$ cat src/rpfa_pkg.sv
`timescale 1ns / 1ps
// ----------------------------------------------------------------------------
// rpfa_pkg
// Shared types and constants of the reference-counted page frame allocator.
// ----------------------------------------------------------------------------
package rpfa_pkg;

  localparam int unsigned DefPageCount = 32768;
  localparam int unsigned DefPageBytes = 4096;

  localparam int unsigned AddrW  = 32;
  localparam int unsigned CountW = 8;

  typedef enum logic [2:0] {
    OP_INIT  = 3'd0,
    OP_ALLOC = 3'd1,
    OP_FREE  = 3'd2,
    OP_REF   = 3'd3,
    OP_QUERY = 3'd4
  } op_e;

  typedef enum logic [1:0] {
    ST_OK        = 2'd0,
    ST_NO_FREE   = 2'd1,
    ST_BAD_ADDR  = 2'd2,
    ST_UNDERFLOW = 2'd3
  } status_e;

  typedef enum logic {
    CFG_START = 1'b0,
    CFG_LIMIT = 1'b1
  } cfg_reg_e;

  typedef struct packed {
    logic accept;
    logic start_init;
    logic init_step;
    logic check;
    logic lookup;
    logic commit;
  } ctrl_cmd_t;

  typedef struct packed {
    logic init_req;
    logic init_more;
  } dp_status_t;

endpackage

$ cat src/rpfa_ctrl.sv
`timescale 1ns / 1ps
// ----------------------------------------------------------------------------
// rpfa_ctrl
// Sequencer of the allocator: steps each operation but init through check, lookup and
// update, runs the init walk and owns the result valid flag.
// ----------------------------------------------------------------------------
module rpfa_ctrl
  import rpfa_pkg::*;
(
  input  logic       clk_i,
  input  logic       rst_ni,
  input  logic       in_valid_i,
  output logic       in_ready_o,
  output logic       out_valid_o,
  input  logic       out_ready_i,
  input  dp_status_t status_i,
  output ctrl_cmd_t  cmd_o
);

  typedef enum logic [4:0] {
    S_IDLE   = 5'b00001,
    S_CHECK  = 5'b00010,
    S_LOOKUP = 5'b00100,
    S_INIT   = 5'b01000,
    S_UPDATE = 5'b10000
  } state_e;

  state_e state_q, state_d;
  logic   out_valid_q, out_valid_d;
  logic   out_free;

  assign out_free = !out_valid_q || out_ready_i;

  always_comb begin
    cmd_o            = '0;
    cmd_o.accept     = (state_q == S_IDLE) && in_valid_i;
    cmd_o.start_init = cmd_o.accept && status_i.init_req;
    cmd_o.init_step  = (state_q == S_INIT) && status_i.init_more;
    cmd_o.check      = (state_q == S_CHECK);
    cmd_o.lookup     = (state_q == S_LOOKUP);
    cmd_o.commit     = (state_q == S_UPDATE) && out_free;
  end

  always_comb begin
    state_d = state_q;
    unique case (state_q)
      S_IDLE: begin
        if (in_valid_i) begin
          state_d = status_i.init_req ? S_INIT : S_CHECK;
        end
      end
      S_CHECK:  state_d = S_LOOKUP;
      S_LOOKUP: state_d = S_UPDATE;
      S_INIT: begin
        if (!status_i.init_more) begin
          state_d = S_UPDATE;
        end
      end
      S_UPDATE: begin
        if (out_free) begin
          state_d = S_IDLE;
        end
      end
      default: state_d = S_IDLE;
    endcase
  end

  always_comb begin
    out_valid_d = out_valid_q;
    if (cmd_o.commit) begin
      out_valid_d = 1'b1;
    end else if (out_ready_i) begin
      out_valid_d = 1'b0;
    end
  end

  always_ff @(posedge clk_i or negedge rst_ni) begin
    if (!rst_ni) begin
      state_q     <= S_IDLE;
      out_valid_q <= 1'b0;
    end else begin
      state_q     <= state_d;
      out_valid_q <= out_valid_d;
    end
  end

  assign in_ready_o  = (state_q == S_IDLE);
  assign out_valid_o = out_valid_q;

`ifndef ASSERT_OFF
  a_no_commit_on_stall: assert property (@(posedge clk_i) disable iff (!rst_ni)
    (out_valid_q && !out_ready_i) |-> !cmd_o.commit)
    else $error("result overwritten while stalled");

  a_commit_shows_result: assert property (@(posedge clk_i) disable iff (!rst_ni)
    cmd_o.commit |=> out_valid_o)
    else $error("committed result not presented");

  a_accept_leaves_idle: assert property (@(posedge clk_i) disable iff (!rst_ni)
    cmd_o.accept |=> !in_ready_o)
    else $error("second transfer taken while busy");
`endif

endmodule

$ cat config.mk
export PLATFORM = sky130hd
export DESIGN_NAME = rpfa_ctrl
export DESIGN_NICKNAME = d
export VERILOG_FILES = /design/src/rpfa_pkg.sv /design/src/rpfa_ctrl.sv
export SDC_FILE = /design/constraint.sdc
export NUM_CORES = 1
export LEC_CHECK = 0
export BUFFER_PORTS_ARGS = -buffer_cell sky130_fd_sc_hd__buf_2
export CAP_MARGIN = 20
export CORE_AREA = 2 2 39 41
export DETAILED_ROUTE_END_ITERATION = 8
export DIE_AREA = 0 0 41 43
export PLACE_DENSITY = 0.6
export SLEW_MARGIN = 10
export SYNTH_ARGS = -nofsm -noshare
export SYNTH_HDL_FRONTEND = slang
export SYNTH_SLANG_ARGS = --single-unit
$ cat constraint.sdc
create_clock -name clk_i -period 4.2 [get_ports clk_i]
set_input_delay 0.21 -clock clk_i [delete_from_list [all_inputs] [get_ports clk_i]]
set_output_delay 0.21 -clock clk_i [all_outputs]
set_load 0.02 [all_outputs]
==> impl_metrics.csv <==
group,metric,value,unit
finish,areaGrowthSynthToFinish,30.85,%
synth,synthTopCellsByArea,"dfrtp_1 34%, dfstp_2 7.1%, and2_1 5.1%, nor3b_4 5.1%, nand3b_1 4.1%",
setup_path,criticalPathCategory,"reg2out",
clocking,clk_pin_slew,0.04,ns
setup_path,reg2reg_slack,2.66,ns
placement,dp_hpwl,604,microns
floorplan,die_w,41,microns
synth,synth_seq_cells,6,
timing,rsz0062_at_grt,"no",
synth,mappedNetlistNets,42,
global_route,busiest_layer,"met2",
placement,placed_area,446.7,sq um
timing,slew_headroom,82.05,%
drt,finalWirelength,749,microns
drt,firstDrtPassIters,4,
synth,synth_area_per_cell,10.25,sq um
floorplan,initial_core_util,26.67,%
timing,final-hold-violation-count,0,
global_route,grt_max_degree,10,
setup_path,critPathMaxStageDelay,0.56,ns
placement,portBuffers,13,
synth,yosys_warnings,0,
power_and_ir_drop,seqPwrFrac,35.9,%
timing,fmax,0.4791,GHz
clocking,clock_path_buffers,2,
finish,nNetsFinal,60,
power_and_ir_drop,p_per_area,526.6,nW/um^2
finish,drive_gt1_share,35.85,%
setup_path,crit_chain,"or4b_4 -> nor3b_4 -> and2_1 -> buf_2",
global_route,grt_usage,9.828,%
timing,worst_pin_slew,0.2687,ns
power_and_ir_drop,pwr-share-clk,22.2,%
power_and_ir_drop,ir_worst_vdd,205.8,uV
synth,yosys.area.top_type,"dfrtp_1",
clocking,post-cts-setup-buffers,0,
power_and_ir_drop,switching_share,37.37,%
hold_path,holdPathStages,2,
power_and_ir_drop,p_switching,0.00009504,W
finish,final_cells,69,
global_route,gr-usage-met1,11.59,%
setup_path,worst-path-max-fanout,6,
floorplan,fp-row-count,14,
floorplan,core-area,1384,sq um
global_route,grt-ovfl-total,0,
clocking,cts_sinks,6,
global_route,met3_usage,3.141,%
setup_path,required,3.99,ns
status,status,"finished, final reports clean",
power_and_ir_drop,comb_power_share,41.9,%
clocking,worstSkewPairLatency,0.24,ns
synth,synth_top_cells_by_count,"5 x dfrtp_1, 3 x and2_1, 3 x nor2_1",
timing,period_share,49.70,%
global_route,grt_util_met2,13.75,%
drt,postRouteAntennaNets,0,
floorplan,die_area,1763,sq um
clocking,cts_tree,"done",
synth,syn_area,369.1,sq um
timing,fin_crit,2.087,ns
placement,post-place-cells,64,
synth,post_synth_num_cell_types,24,
power_and_ir_drop,leakage,0.2557,nW
drt,via_per_inst,4.725,
finish,fillers,149,
clocking,cts_made_buffers,3,
finish,num_antenna_cells,0,
synth,synth_edf_count,0,
setup_path,reg2reg_from,"state_q[0]",
synth,yosysSeqAreaShare,41.02,%
floorplan,die_h,43,microns
placement,gp_congestion,0.7019,
drt,drtIter0Drc,4,
synth,synthMostInstantiatedCell,"dfrtp_1",
drt,wl_per_cell,10.86,microns
setup_path,crit_slowest_cell,"dfstp_2",
timing,setup_viol,0,
global_route,antenna_found_initial,0,
drt,vias,326,
power_and_ir_drop,intPower,0.0001593,W
synth,synth_ff_type,"dfrtp_1",
hold_path,hp-start,"status_i[1]",
synth,synth_cells,36,
synth,async_flop_share,100.0,%
synth,yosysTopAreaCellShare,33.90,%
finish,post-route-util,34.90,%
clocking,htree_num_levels,1,
setup_path,arrival,1.88,ns
hold_path,hold_class,"in2reg",
hold_path,whs_endpoint,"state_q[3]",
global_route,grt_pass1_vias,282,
job,cap_violations,0,
drt,drc,0,
clocking,cts_root_buf,"clkbuf_4",
setup_path,reg2reg_depth,3,
floorplan,pin_count,14,
global_route,grt_first_pass_wirelength,1.110,mm
timing,fin_tns_setup,0,ns
finish,fin_area,483.0,sq um
setup_path,rr_endpoint,"state_q[1]",
setup_path,setup.worst_path.start_class,"flop",
power_and_ir_drop,total_power,0.0002543,W
setup_path,crit_family,"simple AND/OR/NAND/NOR gates",
timing,drv_slew,0,
setup_path,worst-path-buf-inv,1,
setup_path,cp-end-kind,"output port",
timing,fin_worst_skew,0.009417,ns
## cell type report
type                    instances  area [sq um]  area share (%)
inverters                       2         7.507           1.554
flip-flops and latches          6         151.4           31.35
repair buffers                 14         75.07           15.54
clock buffers                   4         26.28           5.440
well taps                      16         20.02           4.145
multi-input cells              27         202.7           41.97
## how the worst max path moves through the flow
stage / end / cells past startpoint / slack (ns) / start
after floorplan: cmd_o[4] / 3 / 2.33 / state_q[0]
after global placement: cmd_o[4] / 4 / 2.42 / state_q[0]
after detailed placement: cmd_o[4] / 4 / 2.37 / state_q[0]
after CTS: cmd_o[4] / 4 / 2.10 / state_q[0]
after global routing: cmd_o[4] / 4 / 2.05 / state_q[0]
final: cmd_o[4] / 4 / 2.11 / state_q[0]
## routing by layer
layer / vias to the layer above / share of wire (%)
met5: - / 0
met4: 0 / 0
met3: 0 / 6.9
met2: 8 / 50
met1: 154 / 43
li1: 164 / -
## logic make-up after synthesis
logic type | synth area share, %
AOI/OAI and AO/OA | 11.19
buffers and inverters | 4.069
DFF | 41.02
and+or+nand+nor | 43.73
## power groups by stage
stage	Combinational [W]	Sequential [W]	Clock, W
6_report	0.000107	0.0000913	0.0000564
5_1_grt	0.000115	0.0000939	0.0000623
4_1_cts	0.000108	0.0000909	0.0000597
3_5_place_dp	0.000107	0.0000918	0
3_3_place_gp	0.000107	0.0000909	0
2_1_floorplan	0.0000791	0.0000882	0
## what timing repair did
item	in CTS	in global routing
resized for setup	0	0
endpoints found under the hold margin	6	0
hold buffers	1	0
## through the flow
step	hold slack, ns	setup slack [ns]
global placement	0.03403	2.422
finish	0.1917	2.113
detailed placement	0.03540	2.370
global route	0.1977	2.045
CTS	0.1853	2.102
floorplan	-0.08559	2.332
## cells in the final DEF, fill, tap and decap left out, types with 2 or more instances in the layout
cell and instances:
buf_2 13, inv_1 2, nand2b_1 2, dfrtp_1 5, nand3b_1 2, and2_1 3
nor3b_1 2, nor2_1 3, clkbuf_4 3
## sequential cells by signal, indices dropped and copies added, names as in the netlist
| name | flops |
|---|---|
| state_q | 5 |
| out_valid_o | 1 |
(Power assumes the default switching activity.)
